[config.mk]
export PLATFORM = sky130hd
export DESIGN_NAME = touch_sample_average_calibrate
export DESIGN_NICKNAME = d
export VERILOG_FILES = /design/src/design/tsac_pkg.sv /design/src/design/tsac_div.sv /design/src/design/tsac_core.sv /design/src/design/touch_sample_average_calibrate.sv
export SDC_FILE = /design/constraint.sdc
export NUM_CORES = 1
export LEC_CHECK = 0
export BUFFER_PORTS_ARGS = -buffer_cell sky130_fd_sc_hd__buf_2
export CAP_MARGIN = 40
export CORE_ASPECT_RATIO = 1.2
export CORE_MARGIN = 4
export CORE_UTILIZATION = 65
export CTS_BUF_LIST = sky130_fd_sc_hd__clkbuf_8
export CTS_CLUSTER_DIAMETER = 150
export CTS_CLUSTER_SIZE = 20
export DETAILED_ROUTE_END_ITERATION = 7
export PLACE_DENSITY = 0.83
export SLEW_MARGIN = 25
export SYNTH_ARGS = -nofsm -noshare
export SYNTH_HDL_FRONTEND = slang
export SYNTH_HIERARCHICAL = 1
export SYNTH_SLANG_ARGS = --single-unit
export TNS_END_PERCENT = 1
[constraint.sdc]
create_clock -name i_clk -period 12.9 [get_ports i_clk]
set_input_delay 2.58 -clock i_clk [delete_from_list [all_inputs] [get_ports i_clk]]
set_output_delay 2.58 -clock i_clk [all_outputs]
set_load 0.01 [all_outputs]
[src/design/tsac_pkg.sv]
`timescale 1ns / 1ps

package tsac_pkg;

    // Field and datapath widths
    localparam int CONV_W  = 13;   // one ADC conversion
    localparam int SUM_W   = 17;   // sum of up to sixteen conversions
    localparam int CNT_W   = 5;    // sample counters and sample_count
    localparam int POS_W   = 9;    // screen coordinate
    localparam int DIFF_W  = CONV_W + 1;   // signed difference of two raw values
    localparam int SPAN_W  = POS_W + 1;    // signed output span
    localparam int PROD_W  = DIFF_W + SPAN_W;
    localparam int DIVD_W  = 22;   // dividend of the shared divider
    localparam int DIVS_W  = 13;   // divisor of the shared divider
    localparam int IDX_W   = 3;    // configuration register index
    localparam int CFG_W   = 13;   // configuration write data

    localparam int MAX_SAMPLES = 16;

    localparam logic [POS_W-1:0] SHORT_EDGE = 9'd239;
    localparam logic [POS_W-1:0] LONG_EDGE  = 9'd319;

    // Input item commands
    typedef enum logic [1:0] {
        CMD_X      = 2'd0,
        CMD_Y      = 2'd1,
        CMD_PEN_UP = 2'd2
    } t_cmd;

    // Screen orientations
    typedef enum logic [1:0] {
        ORIENT_PORTRAIT       = 2'd0,
        ORIENT_LANDSCAPE      = 2'd1,
        ORIENT_PORTRAIT_FLIP  = 2'd2,
        ORIENT_LANDSCAPE_FLIP = 2'd3
    } t_orient;

    // Configuration register indexes
    typedef enum logic [IDX_W-1:0] {
        CFG_ORIENTATION   = 3'd0,
        CFG_PANEL_VARIANT = 3'd1,
        CFG_SAMPLE_COUNT  = 3'd2,
        CFG_X_CAL_MIN     = 3'd3,
        CFG_X_CAL_MAX     = 3'd4,
        CFG_Y_CAL_MIN     = 3'd5,
        CFG_Y_CAL_MAX     = 3'd6
    } t_cfg_idx;

    typedef struct packed {
        logic [1:0]        orientation;
        logic              panel_variant;
        logic [CNT_W-1:0]  sample_count;
        logic [CONV_W-1:0] x_cal_min;
        logic [CONV_W-1:0] x_cal_max;
        logic [CONV_W-1:0] y_cal_min;
        logic [CONV_W-1:0] y_cal_max;
    } t_cfg;

    typedef struct packed {
        logic [POS_W-1:0]  pos_x;
        logic [POS_W-1:0]  pos_y;
        logic [CONV_W-1:0] raw_x_avg;
        logic [CONV_W-1:0] raw_y_avg;
        logic              touched;
    } t_result;

endpackage

[src/design/tsac_div.sv]
`timescale 1ns / 1ps

// Restoring divider, one quotient bit per cycle
module tsac_div (
    input  logic                          i_clk,
    input  logic                          i_rst_n,
    input  logic                          i_start,
    input  logic [tsac_pkg::DIVD_W-1:0]   i_dividend,
    input  logic [tsac_pkg::DIVS_W-1:0]   i_divisor,
    output logic                          o_done,
    output logic [tsac_pkg::DIVD_W-1:0]   o_quot
);
    import tsac_pkg::*;

    localparam int STEP_W = $clog2(DIVD_W);
    localparam logic [STEP_W-1:0] LAST_STEP = STEP_W'(DIVD_W - 1);

    logic [DIVS_W-1:0] r_rem;
    logic [DIVD_W-1:0] r_quot;
    logic [DIVS_W-1:0] r_div;
    logic [STEP_W-1:0] r_step;
    logic              r_busy;
    logic              r_done;

    logic [DIVS_W:0]   trial;
    logic              fits;
    logic [DIVS_W:0]   diff;

    // One trial subtraction per cycle
    always_comb begin
        trial = {r_rem, r_quot[DIVD_W-1]};
        fits  = (trial >= {1'b0, r_div});
        diff  = trial - {1'b0, r_div};
    end

    always_ff @(posedge i_clk) begin
        if (!i_rst_n) begin
            r_busy <= 1'b0;
            r_done <= 1'b0;
            r_step <= '0;
        end else begin
            r_done <= 1'b0;
            if (i_start) begin
                r_rem  <= '0;
                r_quot <= i_dividend;
                r_div  <= i_divisor;
                r_step <= '0;
                r_busy <= 1'b1;
            end else if (r_busy) begin
                r_rem  <= fits ? diff[DIVS_W-1:0] : trial[DIVS_W-1:0];
                r_quot <= {r_quot[DIVD_W-2:0], fits};
                r_step <= r_step + 1'b1;
                if (r_step == LAST_STEP) begin
                    r_busy <= 1'b0;
                    r_done <= 1'b1;
                end
            end
        end
    end

    assign o_done = r_done;
    assign o_quot = r_quot;

endmodule

[src/design/tsac_core.sv]
`timescale 1ns / 1ps

// Sample accumulation and calibration sequencer around the shared divider
module tsac_core (
    input  logic                        i_clk,
    input  logic                        i_rst_n,
    input  logic                        i_in_valid,
    output logic                        o_in_ready,
    input  logic [1:0]                  i_cmd,
    input  logic [7:0]                  i_reply_high,
    input  logic [7:0]                  i_reply_low,
    input  tsac_pkg::t_cfg              i_cfg,
    input  logic                        i_slot_free,
    output logic                        o_res_valid,
    output tsac_pkg::t_result           o_res
);
    import tsac_pkg::*;

    typedef enum logic [3:0] {
        S_IDLE,
        S_XDIV_GO,
        S_XDIV_WAIT,
        S_YDIV_GO,
        S_YDIV_WAIT,
        S_MUL,
        S_MDIV_GO,
        S_MDIV_WAIT,
        S_EMIT
    } t_state;

    t_state r_state, n_state;

    logic [SUM_W-1:0]         r_x_sum, n_x_sum;
    logic [SUM_W-1:0]         r_y_sum, n_y_sum;
    logic [CNT_W-1:0]         r_x_seen, n_x_seen;
    logic [CNT_W-1:0]         r_y_seen, n_y_seen;
    logic [CONV_W-1:0]        r_rx, n_rx;
    logic [CONV_W-1:0]        r_ry, n_ry;
    logic [POS_W-1:0]         r_px, n_px;
    logic [POS_W-1:0]         r_py, n_py;
    logic                     r_phase, n_phase;
    logic signed [PROD_W-1:0] r_prod, n_prod;
    logic signed [DIFF_W-1:0] r_den, n_den;
    logic [POS_W-1:0]         r_c, n_c;
    logic [POS_W-1:0]         r_hi, n_hi;
    logic                     r_neg, n_neg;

    logic [CONV_W-1:0]        conv;
    logic [CNT_W-1:0]         eff_n;

    // Mapping operand selection
    logic [CONV_W-1:0]        sel_v, sel_a, sel_b;
    logic                     sel_rev;
    logic [POS_W-1:0]         sel_hi;
    logic signed [DIFF_W-1:0] sel_diff, sel_den;
    logic signed [SPAN_W-1:0] sel_span;

    logic [PROD_W-1:0]        prod_mag;
    logic [DIFF_W-1:0]        den_mag;
    logic [DIVD_W-1:0]        fin_q;
    logic [POS_W-1:0]         fin_val;

    logic                     div_start;
    logic [DIVD_W-1:0]        div_dividend;
    logic [DIVS_W-1:0]        div_divisor;
    logic                     div_done;
    logic [DIVD_W-1:0]        div_q;

    // Signed quotient plus offset, clamped to 0..hi
    function automatic logic [POS_W-1:0] map_finish(
        input logic [DIVD_W-1:0] q,
        input logic              neg,
        input logic [POS_W-1:0]  c,
        input logic [POS_W-1:0]  hi
    );
        logic signed [PROD_W-1:0] sq;
        logic signed [PROD_W:0]   val;
        sq  = neg ? -$signed({2'b00, q}) : $signed({2'b00, q});
        val = $signed({sq[PROD_W-1], sq}) + $signed({{(PROD_W+1-POS_W){1'b0}}, c});
        if (val[PROD_W])
            map_finish = '0;
        else if (val > $signed({{(PROD_W+1-POS_W){1'b0}}, hi}))
            map_finish = hi;
        else
            map_finish = val[POS_W-1:0];
    endfunction

    assign conv = {i_reply_high, i_reply_low[7:3]};

    // Count of 0 acts as 1, above the maximum as the maximum
    always_comb begin
        if (i_cfg.sample_count == '0)
            eff_n = CNT_W'(1);
        else if (i_cfg.sample_count > CNT_W'(MAX_SAMPLES))
            eff_n = CNT_W'(MAX_SAMPLES);
        else
            eff_n = i_cfg.sample_count;
    end

    // Operands of the current axis mapping; phase 0 gives pos_x, phase 1 pos_y
    always_comb begin
        sel_rev = 1'b0;
        case (t_orient'(i_cfg.orientation))
            ORIENT_PORTRAIT: begin
                sel_v  = r_phase ? r_ry : r_rx;
                sel_a  = r_phase ? i_cfg.y_cal_min : i_cfg.x_cal_min;
                sel_b  = r_phase ? i_cfg.y_cal_max : i_cfg.x_cal_max;
                sel_hi = r_phase ? LONG_EDGE : SHORT_EDGE;
            end
            ORIENT_PORTRAIT_FLIP: begin
                sel_v  = r_phase ? r_ry : r_rx;
                sel_a  = r_phase ? i_cfg.y_cal_max : i_cfg.x_cal_max;
                sel_b  = r_phase ? i_cfg.y_cal_min : i_cfg.x_cal_min;
                sel_hi = r_phase ? LONG_EDGE : SHORT_EDGE;
            end
            ORIENT_LANDSCAPE: begin
                sel_v   = r_phase ? r_rx : r_ry;
                sel_a   = r_phase ? i_cfg.x_cal_min : i_cfg.y_cal_max;
                sel_b   = r_phase ? i_cfg.x_cal_max : i_cfg.y_cal_min;
                sel_hi  = r_phase ? SHORT_EDGE : LONG_EDGE;
                sel_rev = i_cfg.panel_variant;
            end
            default: begin
                sel_v   = r_phase ? r_rx : r_ry;
                sel_a   = r_phase ? i_cfg.x_cal_max : i_cfg.y_cal_min;
                sel_b   = r_phase ? i_cfg.x_cal_min : i_cfg.y_cal_max;
                sel_hi  = r_phase ? SHORT_EDGE : LONG_EDGE;
                sel_rev = i_cfg.panel_variant;
            end
        endcase
        sel_diff = $signed({1'b0, sel_v}) - $signed({1'b0, sel_a});
        sel_den  = $signed({1'b0, sel_b}) - $signed({1'b0, sel_a});
        sel_span = sel_rev ? -$signed({1'b0, sel_hi}) : $signed({1'b0, sel_hi});
    end

    // Magnitudes for the divider, and the finishing step
    always_comb begin
        prod_mag = r_prod[PROD_W-1] ? PROD_W'(-r_prod) : PROD_W'(r_prod);
        den_mag  = r_den[DIFF_W-1] ? DIFF_W'(-r_den) : DIFF_W'(r_den);
        fin_q    = (r_state == S_MDIV_WAIT) ? div_q : '0;
        fin_val  = map_finish(fin_q, r_neg, r_c, r_hi);
    end

    // Divider operand routing
    always_comb begin
        div_start    = 1'b0;
        div_dividend = prod_mag[DIVD_W-1:0];
        div_divisor  = den_mag[DIVS_W-1:0];
        case (r_state)
            S_XDIV_GO: begin
                div_start    = 1'b1;
                div_dividend = DIVD_W'(r_x_sum);
                div_divisor  = DIVS_W'(eff_n);
            end
            S_YDIV_GO: begin
                div_start    = 1'b1;
                div_dividend = DIVD_W'(r_y_sum);
                div_divisor  = DIVS_W'(eff_n);
            end
            S_MDIV_GO: begin
                div_start = (r_den != '0);
            end
            default: ;
        endcase
    end

    // Sequencer next state
    always_comb begin
        n_state  = r_state;
        n_x_sum  = r_x_sum;
        n_y_sum  = r_y_sum;
        n_x_seen = r_x_seen;
        n_y_seen = r_y_seen;
        n_rx     = r_rx;
        n_ry     = r_ry;
        n_px     = r_px;
        n_py     = r_py;
        n_phase  = r_phase;
        n_prod   = r_prod;
        n_den    = r_den;
        n_c      = r_c;
        n_hi     = r_hi;
        n_neg    = r_neg;
        case (r_state)
            S_IDLE: begin
                if (i_in_valid) begin
                    case (t_cmd'(i_cmd))
                        CMD_X: begin
                            if (r_x_seen < eff_n) begin
                                n_x_sum  = r_x_sum + SUM_W'(conv);
                                n_x_seen = r_x_seen + 1'b1;
                            end
                        end
                        CMD_Y: begin
                            n_y_sum  = r_y_sum + SUM_W'(conv);
                            n_y_seen = r_y_seen + 1'b1;
                            if (n_y_seen >= eff_n)
                                n_state = S_XDIV_GO;
                        end
                        CMD_PEN_UP: begin
                            n_rx    = '0;
                            n_ry    = '0;
                            n_px    = '0;
                            n_py    = '0;
                            n_state = S_EMIT;
                        end
                        default: ;
                    endcase
                end
            end
            S_XDIV_GO:   n_state = S_XDIV_WAIT;
            S_XDIV_WAIT: begin
                if (div_done) begin
                    n_rx    = div_q[CONV_W-1:0];
                    n_state = S_YDIV_GO;
                end
            end
            S_YDIV_GO:   n_state = S_YDIV_WAIT;
            S_YDIV_WAIT: begin
                if (div_done) begin
                    n_ry    = (r_rx == '0) ? '0 : div_q[CONV_W-1:0];
                    n_phase = 1'b0;
                    n_state = S_MUL;
                end
            end
            S_MUL: begin
                n_prod  = sel_diff * sel_span;
                n_den   = sel_den;
                n_c     = sel_rev ? sel_hi : '0;
                n_hi    = sel_hi;
                n_state = S_MDIV_GO;
            end
            S_MDIV_GO: begin
                n_neg = r_prod[PROD_W-1] ^ r_den[DIFF_W-1];
                if (r_den != '0) begin
                    n_state = S_MDIV_WAIT;
                end else begin
                    // equal calibration ends: the output start value
                    if (r_phase) n_py = fin_val;
                    else         n_px = fin_val;
                    n_phase = 1'b1;
                    n_state = r_phase ? S_EMIT : S_MUL;
                end
            end
            S_MDIV_WAIT: begin
                if (div_done) begin
                    if (r_phase) n_py = fin_val;
                    else         n_px = fin_val;
                    n_phase = 1'b1;
                    n_state = r_phase ? S_EMIT : S_MUL;
                end
            end
            S_EMIT: begin
                if (i_slot_free) begin
                    n_x_sum  = '0;
                    n_y_sum  = '0;
                    n_x_seen = '0;
                    n_y_seen = '0;
                    n_state  = S_IDLE;
                end
            end
            default: n_state = S_IDLE;
        endcase
    end

    always_ff @(posedge i_clk) begin
        if (!i_rst_n) begin
            r_state  <= S_IDLE;
            r_x_sum  <= '0;
            r_y_sum  <= '0;
            r_x_seen <= '0;
            r_y_seen <= '0;
            r_phase  <= 1'b0;
        end else begin
            r_state  <= n_state;
            r_x_sum  <= n_x_sum;
            r_y_sum  <= n_y_sum;
            r_x_seen <= n_x_seen;
            r_y_seen <= n_y_seen;
            r_phase  <= n_phase;
        end
        r_rx   <= n_rx;
        r_ry   <= n_ry;
        r_px   <= n_px;
        r_py   <= n_py;
        r_prod <= n_prod;
        r_den  <= n_den;
        r_c    <= n_c;
        r_hi   <= n_hi;
        r_neg  <= n_neg;
    end

    tsac_div u_div (
        .i_clk      (i_clk),
        .i_rst_n    (i_rst_n),
        .i_start    (div_start),
        .i_dividend (div_dividend),
        .i_divisor  (div_divisor),
        .o_done     (div_done),
        .o_quot     (div_q)
    );

    assign o_in_ready        = (r_state == S_IDLE);
    assign o_res_valid       = (r_state == S_EMIT);
    assign o_res.pos_x       = r_px;
    assign o_res.pos_y       = r_py;
    assign o_res.raw_x_avg   = r_rx;
    assign o_res.raw_y_avg   = r_ry;
    assign o_res.touched     = (r_rx != '0) || (r_ry != '0);

endmodule

[src/design/touch_sample_average_calibrate.sv]
`timescale 1ns / 1ps

// Resistive touch front end: each input item carries one ADC conversion,
// rebuilt from two SPI reply bytes, or a pen-up command. X and Y conversions
// are summed up to sample_count per axis; the Y conversion that completes
// the count produces one result item with the averaged raw values and the
// calibrated, clamped screen position for the configured orientation. A
// pen-up item clears the sums and produces an all-zero result. X, surplus
// and unused-command items leave the block ready for the next item; a
// pen-up item holds it until its result enters the output register. The
// completing Y item occupies the block while one shared restoring divider,
// one quotient bit per cycle, is used in turn for the X average, the Y
// average and each axis mapping with a nonzero calibration span; a
// multiply step comes before each mapping. The block takes no input item
// while that sequence runs. Results pass through an output register, so
// the next item is taken while a result waits downstream. Configuration
// registers are written through their own port and must only be changed
// while the block is idle.
module touch_sample_average_calibrate (
    input  logic                          i_clk,
    input  logic                          i_rst_n,
    // input items
    input  logic                          i_in_valid,
    output logic                          o_in_ready,
    input  logic [1:0]                    i_cmd,
    input  logic [7:0]                    i_reply_high,
    input  logic [7:0]                    i_reply_low,
    // result items
    output logic                          o_out_valid,
    input  logic                          i_out_ready,
    output logic [tsac_pkg::POS_W-1:0]    o_pos_x,
    output logic [tsac_pkg::POS_W-1:0]    o_pos_y,
    output logic [tsac_pkg::CONV_W-1:0]   o_raw_x_avg,
    output logic [tsac_pkg::CONV_W-1:0]   o_raw_y_avg,
    output logic                          o_touched,
    // configuration writes
    input  logic                          i_cfg_valid,
    output logic                          o_cfg_ready,
    input  logic [tsac_pkg::IDX_W-1:0]    i_cfg_index,
    input  logic [tsac_pkg::CFG_W-1:0]    i_cfg_data
);
    import tsac_pkg::*;

    t_cfg    r_cfg;
    t_result res;
    t_result r_out;
    logic    r_out_valid;
    logic    res_valid;
    logic    slot_free;

    // Configuration registers
    always_ff @(posedge i_clk) begin
        if (!i_rst_n) begin
            r_cfg.orientation   <= 2'd0;
            r_cfg.panel_variant <= 1'b0;
            r_cfg.sample_count  <= CNT_W'(4);
            r_cfg.x_cal_min     <= '0;
            r_cfg.x_cal_max     <= '1;
            r_cfg.y_cal_min     <= '0;
            r_cfg.y_cal_max     <= '1;
        end else if (i_cfg_valid) begin
            case (t_cfg_idx'(i_cfg_index))
                CFG_ORIENTATION:   r_cfg.orientation   <= i_cfg_data[1:0];
                CFG_PANEL_VARIANT: r_cfg.panel_variant <= i_cfg_data[0];
                CFG_SAMPLE_COUNT:  r_cfg.sample_count  <= i_cfg_data[CNT_W-1:0];
                CFG_X_CAL_MIN:     r_cfg.x_cal_min     <= i_cfg_data[CONV_W-1:0];
                CFG_X_CAL_MAX:     r_cfg.x_cal_max     <= i_cfg_data[CONV_W-1:0];
                CFG_Y_CAL_MIN:     r_cfg.y_cal_min     <= i_cfg_data[CONV_W-1:0];
                CFG_Y_CAL_MAX:     r_cfg.y_cal_max     <= i_cfg_data[CONV_W-1:0];
                default: ;
            endcase
        end
    end

    assign o_cfg_ready = 1'b1;

    tsac_core u_core (
        .i_clk        (i_clk),
        .i_rst_n      (i_rst_n),
        .i_in_valid   (i_in_valid),
        .o_in_ready   (o_in_ready),
        .i_cmd        (i_cmd),
        .i_reply_high (i_reply_high),
        .i_reply_low  (i_reply_low),
        .i_cfg        (r_cfg),
        .i_slot_free  (slot_free),
        .o_res_valid  (res_valid),
        .o_res        (res)
    );

    // Output register: free when empty or being taken this cycle
    assign slot_free = !r_out_valid || i_out_ready;

    always_ff @(posedge i_clk) begin
        if (!i_rst_n) begin
            r_out_valid <= 1'b0;
        end else if (slot_free) begin
            r_out_valid <= res_valid;
        end
        if (slot_free && res_valid) begin
            r_out <= res;
        end
    end

    assign o_out_valid = r_out_valid;
    assign o_pos_x     = r_out.pos_x;
    assign o_pos_y     = r_out.pos_y;
    assign o_raw_x_avg = r_out.raw_x_avg;
    assign o_raw_y_avg = r_out.raw_y_avg;
    assign o_touched   = r_out.touched;

endmodule
# Yosys cells after proc, flatten, opt, wreduce, memory -nomap -nowiden
# Cells that the tools add are included.
dict set report word_totals {
  ff_bits 311
  in_bits 39
  out_inout_bits 48
}
dict set report op_classes {
  addsub 13
  mul 1
  order_cmp 5
  n_eq_ne 31
  muxes 80
  n_bitwise 3
  reduce_logical 39
}
# operator n
set ops {}
lappend ops {{2-to-1 mux 13 bit} 15}
lappend ops {{2-to-1 mux 9 bit} 13}
lappend ops {{2-to-1 mux 17 bit} 6}
lappend ops {{2-to-1 mux 22 bit} 4}
lappend ops {{one-hot mux 13 bit (3 select lines)} 2}
lappend ops {{one-hot mux 17 bit (2 select lines)} 2}
lappend ops {{one-hot mux 9 bit (3 select lines)} 2}
lappend ops {{one-hot mux 13 bit (2 select lines)} 2}
lappend ops {{2-to-1 mux 5 bit} 9}
lappend ops {{one-hot mux 22 bit (2 select lines)} 1}
lappend ops {{one-hot mux 4 bit (9 select lines)} 1}
lappend ops {{adder 17 x 13 -> 17 bit} 2}
lappend ops {{2-to-1 mux 4 bit} 8}
lappend ops {{subtractor 13 x 13 -> 14 bit} 2}
lappend ops {{nonzero test 13 bit} 2}
lappend ops {{adder 24 x 10 -> 25 bit} 1}
lappend ops {{> comparator 25 x 10 -> 1 bit} 1}
lappend ops {{multiplier 14 x 10 -> 24 bit} 1}
lappend ops {{2-to-1 mux 24 bit} 1}
lappend ops {{negator 22 -> 24 bit} 1}
lappend ops {{negator 22 bit} 1}
lappend ops {{one-hot mux 5 bit (2 select lines)} 2}
lappend ops {{AND reduction 2 bit} 9}
lappend ops {{== test 4 x 3 -> 1 bit (second input constant)} 4}
lappend ops {{44 further kinds} 80}

# Longest topological paths before layout
dict set report depth {
  depth_word 11
  ltp_mapped 38
  ltp_nobuf 36
}

# Hierarchy
# Netlist, hierarchy kept.
# module instances cells_each area_each_um2
set by_module_without_submodules {}
lappend by_module_without_submodules {tsac_core 1 1878 16388.2}
lappend by_module_without_submodules {touch_sample_average_calibrate 1 282 3838.7}
lappend by_module_without_submodules {tsac_div 1 238 2916.5}

# Worst setup path after synthesis
# OpenSTA, ideal clock, no wires.
dict set report synth_timing {
  kind {flip-flop to flip-flop}
  start {register u_core.r_phase}
  end {register u_core.r_prod[23], data pin}
  arrival_ns 8.264
  slack_ns 4.376
  stages_incl_launch_ff 37
  path_buffers 3
  synth_period_minus_slack_ns 8.524
  path_cell_list {dfxtp_1 > clkbuf_1 > buf_1 > clkbuf_1 > mux2i_1 > a22oi_1 > ha_1 > inv_1 > fa_1 > a21o_1 > a21oi_1 > o21bai_1 > a21oi_1 > o21bai_1 > a211o_1 > nand2_1 > a21oi_1 > xor2_1 > nand2_1 > fa_1 > inv_1 > fa_1 > fa_1 > fa_1 > inv_1 > fa_1 > inv_1 > ha_1 > and3_1 > a21oi_1 > o211a_1 > nor3_1 > nor2_1 > a21oi_1 > a21o_1 > a21oi_1 > xnor2_1}
}
dict set report synth_via {
  elab_chain_len 5
}
# element line
set synth_lines {}
lappend synth_lines {{start, declared} tsac_core.sv:41} ;# logic r_phase, n_phase;
lappend synth_lines {{start signal, assigned} tsac_core.sv:280} ;# r_phase <= n_phase;
lappend synth_lines {{parallel branches: the longest is 4 deep, another holds subtractor 13 x 13 -> 14 bit} -}
lappend synth_lines {{multiplier 14 x 10 -> 24 bit (*)} tsac_core.sv:227} ;# n_prod = sel_diff * sel_span;
lappend synth_lines {{end signal, assigned} tsac_core.sv:286} ;# r_prod <= n_prod;
lappend synth_lines {{end, declared} tsac_core.sv:42} ;# logic signed [PROD_W-1:0] r_prod, n_prod;
# Mark *: on every way between the ends.
# A chain may end at the register's enable or synchronous reset.

# Final worst setup path
# Ends and elaborated chain as after synthesis.

==> metrics.md <==
| Metric | Value |
|---|---|
| Post-synth ARST share | 0% |
| Clock latency at the later pin of the worst-skew pair | 0.59 ns |
| Gate Count Post-Synth | 2398 |
| Worst-margin pin slew | 0.861 ns |
| FF+latch count, synth | 297 |
| Hold EP | o_pos_y[0] |
| GRT Overall Usage | 27.8% |
| CTS Root Cell | clkbuf_8 |
| First-pass GRT wire length | 90800 um |
| Synth top area share | 23.4% |
| Worst setup EP type | register |
| RSZ-0062 raised after global routing | false |
| CTS Hold Buffers Added | 0 |
| Final Slew Violations | 0 |
| Dominant synthesized flop cell | edfxtp_1 |
| PostCTS Resize Cnt | 0 |
| Routed WL | 55600 um |
| Share of post-route cells with drive strength above 1 | 9.40% |
| Top cells by area, synth | edfxtp_1 (23%), fa_1 (10%), dfxtp_1 (10%) |
| Hold WC Path Type | reg -> reg |
| Tcrit/Tclk final | 75.4% |
| Number of synthesized flops with an enable pin | 180 |
| CORE AREA | 35100 sq um |
| CP max stage delay | 0.65 ns |
| CP max FO | 54 |
| Worst path slowest cell | buf_4 |
| Area leader, netlist | edfxtp_1 |
| Reg2reg end | u_core/r_prod[23] |
| Postcts setup bufs | 0 |
| Lkg Pwr | 9.98 nW |
| Worst-path clk slew | 0.13 ns |
| # rows | 75 |
| Placed Cells | 2876 |
| Initial core utilization | 65.9% |
| Placer congestion estimate | 0.949 |
| Final Critical Period | 9.72 ns |
| DRC violation count after routing | 0 |
| Netlist cell types | 88 |
| CTS tree | built |
| Critical Path AT | 10.08 ns |
| Routed vias | 18200 |
| Largest net degree at the start of global routing | 96 |
| H-Tree Level Count | 1 |
| Syn_area_per_cell | 9.65 sq um |
| Die H | 215 um |
| Final #Nets | 2746 |
| Setup_tns | 0 ns |
| Longest Clk Path Bufs | 3 |
| Antenna viol nets, final | 0 |
| Final setup vio count | 0 |
| PwrDens | 226 nW/um^2 |
| Final Skew | 0.0441 ns |
| Sequential Area | 7750 sq um |
| Die ar. | 38700 sq um |
| Area delta synth->final | 5.15% |
| Sink Count | 297 |
| Maximum clock frequency | 103 MHz |
| Reg2Reg Setup Slack | 3.18 ns |
| Slew margin rel. | 41.8% |
| Post-Synthesis Cell Area | 23100 sq um |
| Critical Path Start Type | register |
| Outcome | finished clean |
| Vias in the first global route | 18200 |
| Critical Path RT | 13.25 ns |
| IO Pins | 87 |
| Critical path class | reg -> reg |
| Antenna cell count | 0 |
| Post-DP HPWL | 42700 um |
| CTS Buf Count | 18 |
| R2R Path Start | u_core/r_phase |
| Net Count, Synth | 2707 |
| Max-cap viol count | 0 |
| Initial antenna violation count | 1 |
| Initial DRC count | 1720 |
| Fillers | 2648 |
| Die Width | 180 um |
| R2R cell count | 36 |
| Cells on Worst Hold Path | 0 |
| Yosys warns | 6 |
| Fin cells | 2910 |
| First-pass DRT Iterations | 8 |
| Area of the multi-input gates | 14100 sq um |
| Port Buffer Count | 82 |
| WL per Instance | 19.1 um |
| Final Hold Vio Count | 0 |
| DR vias/cell | 6.26 |
| Sequential area share after synthesis | 33.5% |
| Total grt overflow | 0 |
| HP Start | u_core/r_py[0] |
| Worst vdd ir | 0.000481 V |
## kinds of logic after synthesis
kind of cell / count (synthesis) / share of synthesized area [%]
AO/OA/AOI/OAI: 457 / 13.3
XOR/XNOR: 132 / 5.00
AND/OR/NAND/NOR: 732 / 15.9
other: 1 / 0.0162
flip-flops: 297 / 33.5
buffers and inverters: 330 / 5.66
multiplexers: 179 / 8.19
adder cells (fa/ha/maj): 270 / 18.5
## power by group
group	total, mW	switching [mW]	internal, mW
registers	1.27	0.0224	1.24
logic	3.81	2.14	1.67
clock network	0.429	0.296	0.134
## cells in the final DEF, fill, tap and decap left out, drive strengths merged, types with 28 or more instances in the layout
cell type / synthesis / final
inv: 225 / 237
nand3: 39 / 39
nand2: 199 / 199
and2: 32 / 32
xor2: 59 / 59
a221oi: 28 / 28
a21oi: 86 / 86
fa: 120 / 120
o21ai: 115 / 115
dfxtp: 117 / 117
xnor2: 73 / 73
mux2: 53 / 53
edfxtp: 180 / 180
ha: 150 / 150
buf: 23 / 116
nor2: 175 / 175
nor3: 53 / 53
a21o: 37 / 37
nor2b: 84 / 84
mux2i: 123 / 123
## critical path: cells and delay by family, from the launching register on
kind,cells,cell delay (ns)
xor gates and xnor gates,2,0.91
AOI/OAI and AO/OA,14,2.25
adders and majority gates,8,3.61
buffers and inverters,5,0.85
muxes,1,0.18
DFF,1,0.63
and+or+nand+nor,6,1.06
## cells in the mapped netlist, types with 6 or more instances
cell	number
inv_1	225
nand2_1	199
edfxtp_1	180
nor2_1	175
ha_1	150
mux2i_1	123
fa_1	120
dfxtp_1	117
o21ai_0	107
a21oi_1	84
nor2b_1	84
clkbuf_1	76
xnor2_1	73
xor2_1	59
mux2_2	53
nor3_1	52
nand3_1	39
a21o_1	37
and2_1	32
a221oi_1	28
nand2b_1	24
or3_1	24
a22oi_1	21
and3_1	21
o31ai_1	19
nor4_1	17
a32oi_1	15
a31oi_1	14
nand4_1	14
a211oi_1	13
o21a_1	13
a22o_1	12
o211ai_1	10
o221ai_1	10
or2_2	10
a21boi_0	9
buf_1	9
or4_1	9
o21ai_1	8
o41ai_1	8
o22ai_1	7
clkinv_1	6
nand3b_1	6
o21bai_1	6
## flip-flops by register name, summed over array words and instances, names as in the netlist, 2 cells and up
register             count
u_core/r_hi              2
o_raw_y_avg             13
u_core/r_y_seen          5
u_core/r_y_sum          17
u_core/r_c               3
o_pos_y                  9
u_core/u_div/r_div      13
u_core/r_prod           23
r_cfg                   60
u_core/u_div/o_quot     22
o_raw_x_avg             13
u_core/r_ry             13
o_pos_x                  9
u_core/r_state           4
u_core/r_den            14
u_core/r_x_seen          5
u_core/u_div/r_rem      13
u_core/r_x_sum          17
u_core/r_px              9
u_core/u_div/r_step      5
u_core/r_py              9
u_core/r_rx             13
## worst max-delay path by stage
| stage | slack (ns) | endpoint | startpoint |
|---|---|---|---|
| global route | 2.58 | u_core/r_prod[23] | u_core/r_phase |
| detailed placement | 3.32 | u_core/r_prod[23] | u_core/r_phase |
| floorplan | 4.38 | u_core/r_prod[23] | u_core/r_phase |
| global placement | 3.51 | u_core/r_prod[23] | u_core/r_phase |
| finish | 3.18 | u_core/r_prod[23] | u_core/r_phase |
| CTS | 3.28 | u_core/r_prod[23] | u_core/r_phase |
## metal layers
metal / vias to the layer above / global-route usage (%) / routed length [um]
met5: - / 0 / 13
met4: 2 / 11.2 / 2310
met3: 174 / 3.74 / 4020
met2: 772 / 48.7 / 27800
met1: 8731 / 34.9 / 21400
li1: 8550 / - / -
## stage by stage
step	cell area [sq um]	hold WS (ns)	utilization (%)	total power [mW]	worst slack (ns)
finish	24300	0.474	69.3	5.50	3.18
global route	24300	0.484	69.3	6.11	2.58
CTS	24300	0.474	69.2	5.50	3.28
detailed placement	24000	0.444	68.4	5.06	3.32
global placement	23900	0.438	68.2	4.91	3.51
floorplan	23100	0.426	-	4.31	4.38
## layout make-up
class                           instances  share of cell area [%]
Sequential cell                       297                    31.8
Clock buffer                           18                    1.02
Timing Repair Buffer                  118                    2.98
Multi-Input combinational cell       1771                    58.0
Tap cell                              462                    2.38
Clock inverter                         13                   0.226
Inverter                              231                    3.56
Note: power is estimated with default switching activity, not from simulation.
